--- config.mk ---
export PLATFORM = sky130hd
export DESIGN_NAME = spi_flash_page_program_sequencer
export DESIGN_NICKNAME = d
export VERILOG_FILES = /design/src/rtl/core/spfp_pkg.sv /design/src/rtl/core/spfp_front.sv /design/src/rtl/core/spfp_queue.sv /design/src/rtl/core/spfp_back.sv /design/src/rtl/core/spi_flash_page_program_sequencer.sv
export SDC_FILE = /design/constraint.sdc
export NUM_CORES = 1
export LEC_CHECK = 0
export ABC_AREA = 1
export BUFFER_PORTS_ARGS = -buffer_cell sky130_fd_sc_hd__buf_2
export CAP_MARGIN = 10
export CELL_PAD_IN_SITES_DETAIL_PLACEMENT = 0
export CELL_PAD_IN_SITES_GLOBAL_PLACEMENT = 1
export CORE_MARGIN = 4
export CORE_UTILIZATION = 46
export DETAILED_ROUTE_END_ITERATION = 8
export HOLD_SLACK_MARGIN = 0.02
export PLACE_DENSITY = 0.78
export REMOVE_ABC_BUFFERS = 1
export SLEW_MARGIN = 20
export SYNTH_ARGS = -nofsm -noshare
export SYNTH_HDL_FRONTEND = slang
export SYNTH_SLANG_ARGS = --single-unit
--- constraint.sdc ---
create_clock -name aclk -period 13.7 [get_ports aclk]
set_input_delay 3.425 -clock aclk [delete_from_list [all_inputs] [get_ports aclk]]
set_output_delay 3.425 -clock aclk [all_outputs]
set_load 0.01 [all_outputs]
--- src/rtl/core/spfp_pkg.sv ---
`timescale 1ns / 1ps
`default_nettype none

package spfp_pkg;

    // fixed field widths
    localparam int unsigned AddrW    = 24;
    localparam int unsigned LenW     = 25;
    localparam int unsigned ByteW    = 8;
    localparam int unsigned UnitW    = 16;
    localparam int unsigned KindW    = 2;
    localparam int unsigned ActW     = 3;
    localparam int unsigned ApbAddrW = 3;
    localparam int unsigned ApbDataW = 32;

    // depth of the queue between front and back
    localparam int unsigned QueueDepth = 4;

    // register map
    localparam logic [ApbAddrW-1:0] REG_FLASH_SIZE = 3'h0;
    localparam logic [LenW-1:0]     FlashSizeReset = 25'h100_0000;

    // flash command bytes
    localparam logic [ByteW-1:0] CMD_PROGRAM = 8'h02;
    localparam logic [ByteW-1:0] CMD_WREN    = 8'h06;
    localparam logic [ByteW-1:0] CMD_SECTOR  = 8'h20;
    localparam logic [ByteW-1:0] CMD_BLOCK   = 8'hD8;
    localparam logic [ByteW-1:0] CMD_CHIP    = 8'hC7;

    typedef enum logic [KindW-1:0] {
        KIND_PROGRAM = 2'd0,
        KIND_SECTOR  = 2'd1,
        KIND_BLOCK   = 2'd2,
        KIND_CHIP    = 2'd3
    } kind_t;

    typedef enum logic [ActW-1:0] {
        ACT_WAIT   = 3'd0,
        ACT_SEL    = 3'd1,
        ACT_SEND   = 3'd2,
        ACT_DESEL  = 3'd3,
        ACT_REJECT = 3'd4
    } action_t;

    // steps of one job, emitted lowest index first
    localparam int unsigned StepN = 15;
    localparam int unsigned STEP_DESEL_FIRST = 0;
    localparam int unsigned STEP_REJECT      = 1;
    localparam int unsigned STEP_WE_WAIT     = 2;
    localparam int unsigned STEP_WE_SEL      = 3;
    localparam int unsigned STEP_WE_CMD      = 4;
    localparam int unsigned STEP_WE_DESEL    = 5;
    localparam int unsigned STEP_WE_WAIT2    = 6;
    localparam int unsigned STEP_WE_SEL2     = 7;
    localparam int unsigned STEP_CMD         = 8;
    localparam int unsigned STEP_ADDR2       = 9;
    localparam int unsigned STEP_ADDR1       = 10;
    localparam int unsigned STEP_ADDR0       = 11;
    localparam int unsigned STEP_DATA        = 12;
    localparam int unsigned STEP_DESEL_END   = 13;
    localparam int unsigned STEP_WAIT_END    = 14;

    localparam logic [StepN-1:0] WrenSteps = 15'b000_0000_1111_1100;
    localparam logic [StepN-1:0] AddrSteps = 15'b000_1110_0000_0000;

    // one classified item: which steps to run and the bytes they carry
    typedef struct packed {
        logic [StepN-1:0] steps;
        logic [ByteW-1:0] cmd;
        logic [AddrW-1:0] addr;
        logic [ByteW-1:0] data;
    } job_t;

    // action code of each step
    function automatic action_t step_action(input int unsigned idx);
        action_t act;
        act = ACT_WAIT;
        case (idx) inside
            STEP_DESEL_FIRST, STEP_WE_DESEL, STEP_DESEL_END: act = ACT_DESEL;
            STEP_REJECT:                                     act = ACT_REJECT;
            STEP_WE_SEL, STEP_WE_SEL2:                       act = ACT_SEL;
            [STEP_CMD:STEP_DATA], STEP_WE_CMD:               act = ACT_SEND;
            default:                                         act = ACT_WAIT;
        endcase
        return act;
    endfunction

endpackage

`default_nettype wire

--- src/rtl/core/spfp_front.sv ---
`timescale 1ns / 1ps
`default_nettype none

module spfp_front #(
    parameter int unsigned PAGE_BYTES   = 256,
    parameter int unsigned SECTOR_BYTES = 4096,
    parameter int unsigned BLOCK_BYTES  = 65536,
    parameter int unsigned ADDRESS_BITS = 24
) (
    input  wire logic                        aclk,
    input  wire logic                        aresetn,
    input  wire logic                        accept,
    input  wire logic [spfp_pkg::KindW-1:0]  kind,
    input  wire logic                        first,
    input  wire logic [spfp_pkg::AddrW-1:0]  start_address,
    input  wire logic [spfp_pkg::LenW-1:0]   total_length,
    input  wire logic [spfp_pkg::ByteW-1:0]  data_byte,
    input  wire logic [spfp_pkg::UnitW-1:0]  unit_number,
    input  wire logic [spfp_pkg::LenW-1:0]   flash_size,
    output logic                             push,
    output spfp_pkg::job_t                   job
);
    import spfp_pkg::*;

    // sizes are powers of two
    localparam int unsigned PageLg   = $clog2(PAGE_BYTES);
    localparam int unsigned SectorLg = $clog2(SECTOR_BYTES);
    localparam int unsigned BlockLg  = $clog2(BLOCK_BYTES);
    localparam int unsigned ProdW    = UnitW + 24;
    localparam logic [AddrW-1:0] AddrMask = AddrW'((64'd1 << ADDRESS_BITS) - 64'd1);

    logic [AddrW-1:0] next_address_reg, next_address_next;
    logic [LenW-1:0]  bytes_left_reg, bytes_left_next;
    logic             segment_open_reg, segment_open_next;
    logic             dropping_reg, dropping_next;

    logic [AddrW-1:0] start_m;
    logic [AddrW-1:0] addr_inc;
    logic             oversize;
    logic [ProdW-1:0] unit_wide;
    logic [ProdW-1:0] sector_prod;
    logic [ProdW-1:0] block_prod;
    job_t             job_c;

    assign start_m     = start_address & AddrMask;
    assign oversize    = ({2'b00, start_m} + {1'b0, total_length}) > {1'b0, flash_size};
    assign unit_wide   = {{(ProdW-UnitW){1'b0}}, unit_number};
    assign sector_prod = unit_wide << SectorLg;
    assign block_prod  = unit_wide << BlockLg;

    // classify the item and advance the transfer state
    always_comb begin
        next_address_next = next_address_reg;
        bytes_left_next   = bytes_left_reg;
        segment_open_next = segment_open_reg;
        dropping_next     = dropping_reg;
        job_c             = '0;
        addr_inc          = '0;
        if (kind == KIND_PROGRAM) begin
            if (first) begin
                if (bytes_left_reg != '0) begin
                    job_c.steps[STEP_DESEL_FIRST] = segment_open_reg;
                    job_c.steps[STEP_REJECT]      = 1'b1;
                    segment_open_next = 1'b0;
                    bytes_left_next   = '0;
                    dropping_next     = 1'b1;
                end else if (total_length == '0 || oversize) begin
                    job_c.steps[STEP_REJECT] = 1'b1;
                    dropping_next            = 1'b1;
                end else begin
                    dropping_next     = 1'b0;
                    next_address_next = start_m;
                    bytes_left_next   = total_length;
                    segment_open_next = 1'b0;
                end
            end
            if (!dropping_next && bytes_left_next != '0) begin
                if (!segment_open_next) begin
                    job_c.steps       = job_c.steps | WrenSteps | AddrSteps;
                    job_c.steps[STEP_CMD] = 1'b1;
                    job_c.cmd         = CMD_PROGRAM;
                    job_c.addr        = next_address_next;
                    segment_open_next = 1'b1;
                end
                job_c.steps[STEP_DATA] = 1'b1;
                job_c.data             = data_byte;
                addr_inc          = (next_address_next + 24'd1) & AddrMask;
                next_address_next = addr_inc;
                bytes_left_next   = bytes_left_next - 25'd1;
                if (bytes_left_next == '0 || addr_inc[PageLg-1:0] == '0) begin
                    job_c.steps[STEP_DESEL_END] = 1'b1;
                    segment_open_next           = 1'b0;
                    job_c.steps[STEP_WAIT_END]  = (bytes_left_next == '0);
                end
            end
        end else begin
            // erase aborts any open transfer
            job_c.steps[STEP_DESEL_FIRST] = segment_open_reg;
            segment_open_next = 1'b0;
            bytes_left_next   = '0;
            dropping_next     = 1'b0;
            job_c.steps       = job_c.steps | WrenSteps;
            job_c.steps[STEP_CMD]       = 1'b1;
            job_c.steps[STEP_DESEL_END] = 1'b1;
            case (kind)
                KIND_SECTOR: begin
                    job_c.cmd  = CMD_SECTOR;
                    job_c.addr = sector_prod[AddrW-1:0] & AddrMask;
                end
                KIND_BLOCK: begin
                    job_c.cmd  = CMD_BLOCK;
                    job_c.addr = block_prod[AddrW-1:0] & AddrMask;
                end
                default: begin
                    job_c.cmd  = CMD_CHIP;
                    job_c.addr = '0;
                end
            endcase
            if (kind != KIND_CHIP) begin
                job_c.steps = job_c.steps | AddrSteps;
                job_c.steps[STEP_WAIT_END] = 1'b1;
            end
        end
    end

    // only items that cause actions go to the queue
    assign push = accept && (job_c.steps != '0);
    assign job  = job_c;

    // transfer state
    always_ff @(posedge aclk) begin
        if (!aresetn) begin
            next_address_reg <= '0;
            bytes_left_reg   <= '0;
            segment_open_reg <= 1'b0;
            dropping_reg     <= 1'b0;
        end else if (accept) begin
            next_address_reg <= next_address_next;
            bytes_left_reg   <= bytes_left_next;
            segment_open_reg <= segment_open_next;
            dropping_reg     <= dropping_next;
        end
    end

endmodule

`default_nettype wire

--- src/rtl/core/spfp_queue.sv ---
`timescale 1ns / 1ps
`default_nettype none

module spfp_queue (
    input  wire logic            aclk,
    input  wire logic            aresetn,
    input  wire logic            push,
    input  wire spfp_pkg::job_t  wr_job,
    input  wire logic            pop,
    output spfp_pkg::job_t       rd_job,
    output logic                 empty,
    output logic                 full
);
    import spfp_pkg::*;

    localparam int unsigned PtrW = $clog2(QueueDepth);
    localparam int unsigned CntW = $clog2(QueueDepth + 1);

    job_t            mem_reg [QueueDepth];
    logic [PtrW-1:0] wr_ptr_reg;
    logic [PtrW-1:0] rd_ptr_reg;
    logic [CntW-1:0] count_reg;

    assign empty  = (count_reg == '0);
    assign full   = (count_reg == CntW'(QueueDepth));
    assign rd_job = mem_reg[rd_ptr_reg];

    // entry storage
    always_ff @(posedge aclk) begin
        if (push) begin
            mem_reg[wr_ptr_reg] <= wr_job;
        end
    end

    // pointers and fill count
    always_ff @(posedge aclk) begin
        if (!aresetn) begin
            wr_ptr_reg <= '0;
            rd_ptr_reg <= '0;
            count_reg  <= '0;
        end else begin
            if (push) begin
                wr_ptr_reg <= (wr_ptr_reg == PtrW'(QueueDepth - 1)) ? '0 : wr_ptr_reg + 1'b1;
            end
            if (pop) begin
                rd_ptr_reg <= (rd_ptr_reg == PtrW'(QueueDepth - 1)) ? '0 : rd_ptr_reg + 1'b1;
            end
            if (push && !pop) begin
                count_reg <= count_reg + 1'b1;
            end else if (pop && !push) begin
                count_reg <= count_reg - 1'b1;
            end
        end
    end

endmodule

`default_nettype wire

--- src/rtl/core/spfp_back.sv ---
`timescale 1ns / 1ps
`default_nettype none

module spfp_back (
    input  wire logic                         aclk,
    input  wire logic                         aresetn,
    input  wire spfp_pkg::job_t               q_job,
    input  wire logic                         q_empty,
    output logic                              q_pop,
    output logic                              m_valid,
    input  wire logic                         m_ready,
    output logic [spfp_pkg::ActW-1:0]         m_action,
    output logic [spfp_pkg::ByteW-1:0]        m_byte,
    output logic                              m_last
);
    import spfp_pkg::*;

    logic [StepN-1:0] steps_reg;
    logic [ByteW-1:0] cmd_reg;
    logic [AddrW-1:0] addr_reg;
    logic [ByteW-1:0] data_reg;

    logic             out_valid_reg;
    logic [ActW-1:0]  out_action_reg;
    logic [ByteW-1:0] out_byte_reg;
    logic             out_last_reg;

    logic             out_free;
    logic             emit;
    logic [StepN-1:0] iso;
    logic [StepN-1:0] rest;
    logic [ActW-1:0]  act_c;
    logic [ByteW-1:0] byte_c;

    assign out_free = !out_valid_reg || m_ready;
    assign emit     = out_free && (steps_reg != '0);
    assign iso      = steps_reg & (~steps_reg + 1'b1);
    assign rest     = steps_reg & ~iso;
    assign q_pop    = !q_empty && ((steps_reg == '0) || (emit && rest == '0));

    // decode the current step
    always_comb begin
        act_c = '0;
        for (int unsigned i = 0; i < StepN; i++) begin
            if (iso[i]) begin
                act_c = act_c | step_action(i);
            end
        end
        byte_c = ({ByteW{iso[STEP_WE_CMD]}} & CMD_WREN)
               | ({ByteW{iso[STEP_CMD]}}    & cmd_reg)
               | ({ByteW{iso[STEP_ADDR2]}}  & addr_reg[23:16])
               | ({ByteW{iso[STEP_ADDR1]}}  & addr_reg[15:8])
               | ({ByteW{iso[STEP_ADDR0]}}  & addr_reg[7:0])
               | ({ByteW{iso[STEP_DATA]}}   & data_reg);
    end

    // current job: step mask plus payload
    always_ff @(posedge aclk) begin
        if (!aresetn) begin
            steps_reg <= '0;
        end else if (q_pop) begin
            steps_reg <= q_job.steps;
        end else if (emit) begin
            steps_reg <= rest;
        end
    end

    always_ff @(posedge aclk) begin
        if (q_pop) begin
            cmd_reg  <= q_job.cmd;
            addr_reg <= q_job.addr;
            data_reg <= q_job.data;
        end
    end

    // output register
    always_ff @(posedge aclk) begin
        if (!aresetn) begin
            out_valid_reg <= 1'b0;
        end else if (emit) begin
            out_valid_reg <= 1'b1;
        end else if (m_ready) begin
            out_valid_reg <= 1'b0;
        end
    end

    always_ff @(posedge aclk) begin
        if (emit) begin
            out_action_reg <= act_c;
            out_byte_reg   <= byte_c;
            out_last_reg   <= (rest == '0);
        end
    end

    assign m_valid  = out_valid_reg;
    assign m_action = out_action_reg;
    assign m_byte   = out_byte_reg;
    assign m_last   = out_last_reg;

endmodule

`default_nettype wire

--- src/rtl/core/spi_flash_page_program_sequencer.sv ---
`timescale 1ns / 1ps
`default_nettype none

// SPI NOR program/erase sequencer.
// Input stream (s_*): one item per program data byte or per erase request.
// The first byte of a program transfer carries start address and length.
// Output stream (m_*): one item per flash action (wait-ready, select, send
// byte, deselect, reject); m_tlast marks the final action of an input item.
// APB port: register 0 (byte address 0) holds the flash size in use.
// Path: an accepted item is written to the queue, loaded into the back end's
// step register, and its first action is held in the output register.
// Throughput: while m_tready is high, the back end emits one action per cycle.
// A data byte inside an open page costs one action, so such bytes stream at one
// item per cycle; a page start or an erase costs up to 13 actions. A 4-entry
// queue between the classifier and the action sequencer absorbs these bursts,
// so the input keeps flowing while earlier items are still being expanded.
// When m_tready is low the output register holds its action, the sequencer
// stalls, and s_tready drops once the queue is full.
// Reset clears transfer state, queue and output; flash size returns to 16 MiB.
module spi_flash_page_program_sequencer #(
    parameter int unsigned PAGE_BYTES   = 256,
    parameter int unsigned SECTOR_BYTES = 4096,
    parameter int unsigned BLOCK_BYTES  = 65536,
    parameter int unsigned ADDRESS_BITS = 24
) (
    input  wire logic                            aclk,
    input  wire logic                            aresetn,
    // input items
    input  wire logic                            s_tvalid,
    output logic                                 s_tready,
    // start_address[23:0], total_length[48:24], data_byte[56:49], unit_number[72:57]
    input  wire logic [79:0]                     s_tdata,
    // kind[1:0], first[2]
    input  wire logic [2:0]                      s_tuser,
    // result items
    output logic                                 m_tvalid,
    input  wire logic                            m_tready,
    // action[2:0], spi_byte[10:3]
    output logic [15:0]                          m_tdata,
    output logic                                 m_tlast,
    // configuration
    input  wire logic                            psel,
    input  wire logic                            penable,
    input  wire logic                            pwrite,
    input  wire logic [spfp_pkg::ApbAddrW-1:0]   paddr,
    input  wire logic [spfp_pkg::ApbDataW-1:0]   pwdata,
    output logic [spfp_pkg::ApbDataW-1:0]        prdata,
    output logic                                 pready
);
    import spfp_pkg::*;

    logic [LenW-1:0]  flash_size_reg;
    logic             cfg_wr;
    logic             reg_hit;

    logic             q_push;
    logic             q_pop;
    logic             q_empty;
    logic             q_full;
    job_t             front_job;
    job_t             q_job;

    logic             s_accept;
    logic [ActW-1:0]  out_action;
    logic [ByteW-1:0] out_byte;

    // configuration register
    assign pready  = 1'b1;
    assign reg_hit = (paddr[ApbAddrW-1:2] == REG_FLASH_SIZE[ApbAddrW-1:2]);
    assign cfg_wr  = psel && penable && pwrite && pready && reg_hit;
    assign prdata  = reg_hit ? {{(ApbDataW-LenW){1'b0}}, flash_size_reg} : '0;

    always_ff @(posedge aclk) begin
        if (!aresetn) begin
            flash_size_reg <= FlashSizeReset;
        end else if (cfg_wr) begin
            flash_size_reg <= pwdata[LenW-1:0];
        end
    end

    // front: classify items
    assign s_tready = !q_full;
    assign s_accept = s_tvalid && s_tready;

    spfp_front #(
        .PAGE_BYTES   (PAGE_BYTES),
        .SECTOR_BYTES (SECTOR_BYTES),
        .BLOCK_BYTES  (BLOCK_BYTES),
        .ADDRESS_BITS (ADDRESS_BITS)
    ) u_front (
        .aclk          (aclk),
        .aresetn       (aresetn),
        .accept        (s_accept),
        .kind          (s_tuser[1:0]),
        .first         (s_tuser[2]),
        .start_address (s_tdata[23:0]),
        .total_length  (s_tdata[48:24]),
        .data_byte     (s_tdata[56:49]),
        .unit_number   (s_tdata[72:57]),
        .flash_size    (flash_size_reg),
        .push          (q_push),
        .job           (front_job)
    );

    // job queue
    spfp_queue u_queue (
        .aclk    (aclk),
        .aresetn (aresetn),
        .push    (q_push),
        .wr_job  (front_job),
        .pop     (q_pop),
        .rd_job  (q_job),
        .empty   (q_empty),
        .full    (q_full)
    );

    // back: expand jobs into actions
    spfp_back u_back (
        .aclk     (aclk),
        .aresetn  (aresetn),
        .q_job    (q_job),
        .q_empty  (q_empty),
        .q_pop    (q_pop),
        .m_valid  (m_tvalid),
        .m_ready  (m_tready),
        .m_action (out_action),
        .m_byte   (out_byte),
        .m_last   (m_tlast)
    );

    assign m_tdata = {5'b00000, out_byte, out_action};

    // checks
    a_no_overflow : assert property (@(posedge aclk) disable iff (!aresetn)
        q_push |-> !q_full)
        else $error("job queue written while full");

    a_no_underflow : assert property (@(posedge aclk) disable iff (!aresetn)
        q_pop |-> !q_empty)
        else $error("job queue read while empty");

    a_byte_zero : assert property (@(posedge aclk) disable iff (!aresetn)
        (m_tvalid && m_tdata[2:0] != ACT_SEND) |-> (m_tdata[10:3] == 8'h00))
        else $error("spi byte set on a non-send action");

endmodule

`default_nettype wire
==> flow_metrics.tcl <==
set metrics [dict create \
    worst_slew_pin_slew_ns 1.026 \
    rrSetupSlack_ns 8.82 \
    place.gp.congestion 0.9098 \
    cts_setup_buffers 0 \
    ys_async_sr_fraction_pct 0 \
    ys_warn_count 0 \
    end_kind "register" \
    fin_nets 2314 \
    drc 0 \
    core-area_um2 37670 \
    crit_start "s_tdata[0]" \
    synth_edf_count 225 \
    final_max_slew_viol_count 0 \
    fin_crit_sh_pct 76.71 \
    timing.rr.start "u_front.bytes_left_reg[18]" \
    rsz0062_at_grt "no" \
    clk-insertion-delay-late_ns 0.55 \
    synth_seq_area_share_pct 50.03 \
    vias 14310 \
    via_per_inst 5.372 \
    final.setup.tns_ns 0 \
    cts_resized 0 \
    relSlewSlack_pct 31.44 \
    initial_utilization_pct 46.59 \
    cp_max_fo 30 \
    cpPeakStageDelay_ns 0.79 \
    avgSynthCellArea_um2 8.730 \
    syn_inst 2010 \
    layout_min_cycle_time_ns 10.51 \
    drt_iter0_drc 949 \
    holdWs_ns 0.4697 \
    synth.distinct_cells 63 \
    grt_pass1_vias 13920 \
    synth_flop_cell "edfxtp_1" \
    grt_use_total_pct 23.01 \
    grt_max_degree 90 \
    clockBufferDepth 3 \
    clock_skew_ns 0.01305 \
    cts_buffers 37 \
    critPathArrivalTime_ns 10.73 \
    die-height_um 203.3 \
    cts.root.buffer_cell "clkbuf_16" \
    syn_to_final_growth_pct 13.31 \
    antenna_found_initial 2 \
    crit_end "u_queue.mem_reg[0][9]" \
    hold_buffers 0 \
    cap_violations 0 \
    drt_wl_total_um 48710 \
    overflow 0 \
    die_w_um 203.3 \
    post_drt_wl_per_cell_um 18.29 \
    hold_viol 0 \
    io_buffers 143 \
    status "completed" \
    placementRows 71 \
    grt_first_pass_wirelength_um 75090 \
    die_area_um2 41340 \
    r2r_cells 16 \
    max_freq_mhz 95.15 \
    antenna_left 0 \
    ys_ff_latch 326 \
    power_density_nw_per_um2 220.9 \
    vdd_ir_drop_max_v 0.0002032 \
    hpwl_um 33820 \
    r2r-end "u_queue.mem_reg[0][9]" \
    p_leak_nw 8.276 \
    fillers 3541 \
    h-tree-depth 2 \
    synth_area_um2 17550 \
    crit_type "in -> reg" \
    ios 177 \
    cts.clk_slew.worst_paths_ns 0.06 \
    crit_top_cell "nand2_1" \
    hp-class "reg -> reg" \
    worstPathRequired_ns 13.92 \
    drive_above_1_share_pct 14.88 \
    slowest_stage "nor2_4" \
    finalSetupViolations 0 \
    largest_reg_flops 176 \
    dr.pass1.iters 7 \
    cts_tree "built" \
    clock-sinks 326 \
    start_kind "primary input" \
]
==> critical path, delay by kind of cell <==
family | cells | cell delay, ns
compound gates | 13 | 2.48
xor+xnor | 1 | 0.29
fa+ha+maj | 4 | 1.18
buf+inv | 4 | 0.74
simple gates | 16 | 2.54
==> where the power goes <==
part,internal (W),total (W),switching (W)
logic,0.000537,0.00191,0.00137
clock network,0.000648,0.00106,0.000415
registers,0.00135,0.00142,0.0000685
total,0.00254,0.00439,0.00186
==> routing by layer <==
metal / vias to the layer above / wire (µm) / global-route usage (%)
met1: 6722 / 20480 / 28.66
met4: 2 / 1467 / 7.540
met5: - / 13 / 0
met2: 410 / 23840 / 40.44
li1: 7079 / - / -
met3: 93 / 2903 / 4.405
==> how the worst min path moves through the flow <==
stage,from,depth (start not counted),end
5_1_grt,u_front.segment_open_reg,2,u_front.segment_open_reg
2_1_floorplan,u_front.dropping_reg,2,u_front.dropping_reg
6_report,u_front.next_address_reg[5],2,u_front.next_address_reg[5]
3_5_place_dp,u_front.segment_open_reg,2,u_front.segment_open_reg
3_3_place_gp,u_front.dropping_reg,2,u_front.dropping_reg
4_1_cts,u_front.segment_open_reg,2,u_front.segment_open_reg
==> cell families (layout without fill, tap and decap cells) <==
logic type	count (synthesis)	in the layout	share of synthesized area, %
XOR/XNOR	45	45	2.246
AO/OA/AOI/OAI	463	463	15.04
other	2	14	0.04280
buffers and inverters	311	441	7.644
flip-flops	326	326	50.03
AND/OR/NAND/NOR	796	796	20.14
adder cells (fa/ha/maj)	67	67	4.863
==> metrics by stage <==
step | total power [W] | instances | setup slack, ns | instance area, µm² | util (%)
finish | 0.004392 | 2663 | 3.190 | 19880 | 52.79
global route | 0.004717 | 2662 | 2.453 | 19880 | 52.78
CTS | 0.004421 | 2661 | 3.090 | 19860 | 52.72
detailed placement | 0.003352 | 2593 | 2.531 | 18550 | 49.25
global placement | 0.003322 | 2593 | 2.579 | 18550 | 49.25
floorplan | 0.002762 | 1924 | 3.021 | 17050 | -
==> cell usage after synthesis, types with 4 or more instances <==
| library cell | instances | area (µm²) |
|---|---|---|
| nor3_2 | 5 | 50.05 |
| o21ai_0 | 173 | 865.8 |
| nor4_1 | 8 | 50.05 |
| a31oi_1 | 5 | 31.28 |
| nand3_2 | 5 | 50.05 |
| nand4_1 | 47 | 294.0 |
| edfxtp_1 | 225 | 6756 |
| a21oi_1 | 140 | 700.7 |
| nand3_1 | 68 | 340.3 |
| nand2_1 | 352 | 1321 |
| nor2_4 | 5 | 56.30 |
| o21ai_1 | 30 | 150.1 |
| o21a_1 | 4 | 30.03 |
| dfxtp_1 | 101 | 2022 |
| buf_6 | 9 | 101.4 |
| o211ai_1 | 14 | 105.1 |
| nand2_4 | 6 | 67.56 |
| a221oi_1 | 7 | 61.31 |
| inv_1 | 201 | 754.5 |
| buf_4 | 17 | 127.6 |
| o221ai_1 | 4 | 35.03 |
| nor3_1 | 10 | 50.05 |
| o22ai_1 | 49 | 306.5 |
| buf_1 | 5 | 18.77 |
| o21ai_2 | 14 | 122.6 |
| buf_2 | 8 | 40.04 |
| nor2_2 | 17 | 106.4 |
| clkbuf_1 | 56 | 210.2 |
| ha_1 | 65 | 813.3 |
| nor2_1 | 239 | 897.1 |
| xnor2_1 | 11 | 96.34 |
| nand2_2 | 16 | 100.1 |
| xor2_1 | 34 | 297.8 |
| inv_2 | 11 | 41.29 |
==> area by class of cell <==
cell class              count  area [µm²]  area share, %
clock inverters            22       326.6          1.642
diodes                      1       2.502        0.01259
well taps                 511       639.4          3.216
repair buffers            159       848.3          4.267
inverters                 214       804.5          4.046
multi-input cells        1384        7501          37.73
flip-flops and latches    326        8780          44.16
clock buffers              46       980.9          4.934
==> placed cells by master (no fill, tap or decap), types with 10 or more instances in the layout <==
master	n
conb_1	13
nor2_2	18
nand2_2	16
nor2_1	234
nand4_1	47
dfxtp_1	100
buf_4	15
a21oi_1	140
nand3_1	68
o211ai_1	14
xnor2_1	11
nor3_1	10
o21ai_1	30
inv_1	199
nand2_1	352
o21ai_2	14
clkbuf_16	38
xor2_1	34
buf_2	143
edfxtp_1	225
ha_1	65
inv_2	13
o22ai_1	49
o21ai_0	173
Note: power is estimated with default switching activity, not from simulation.
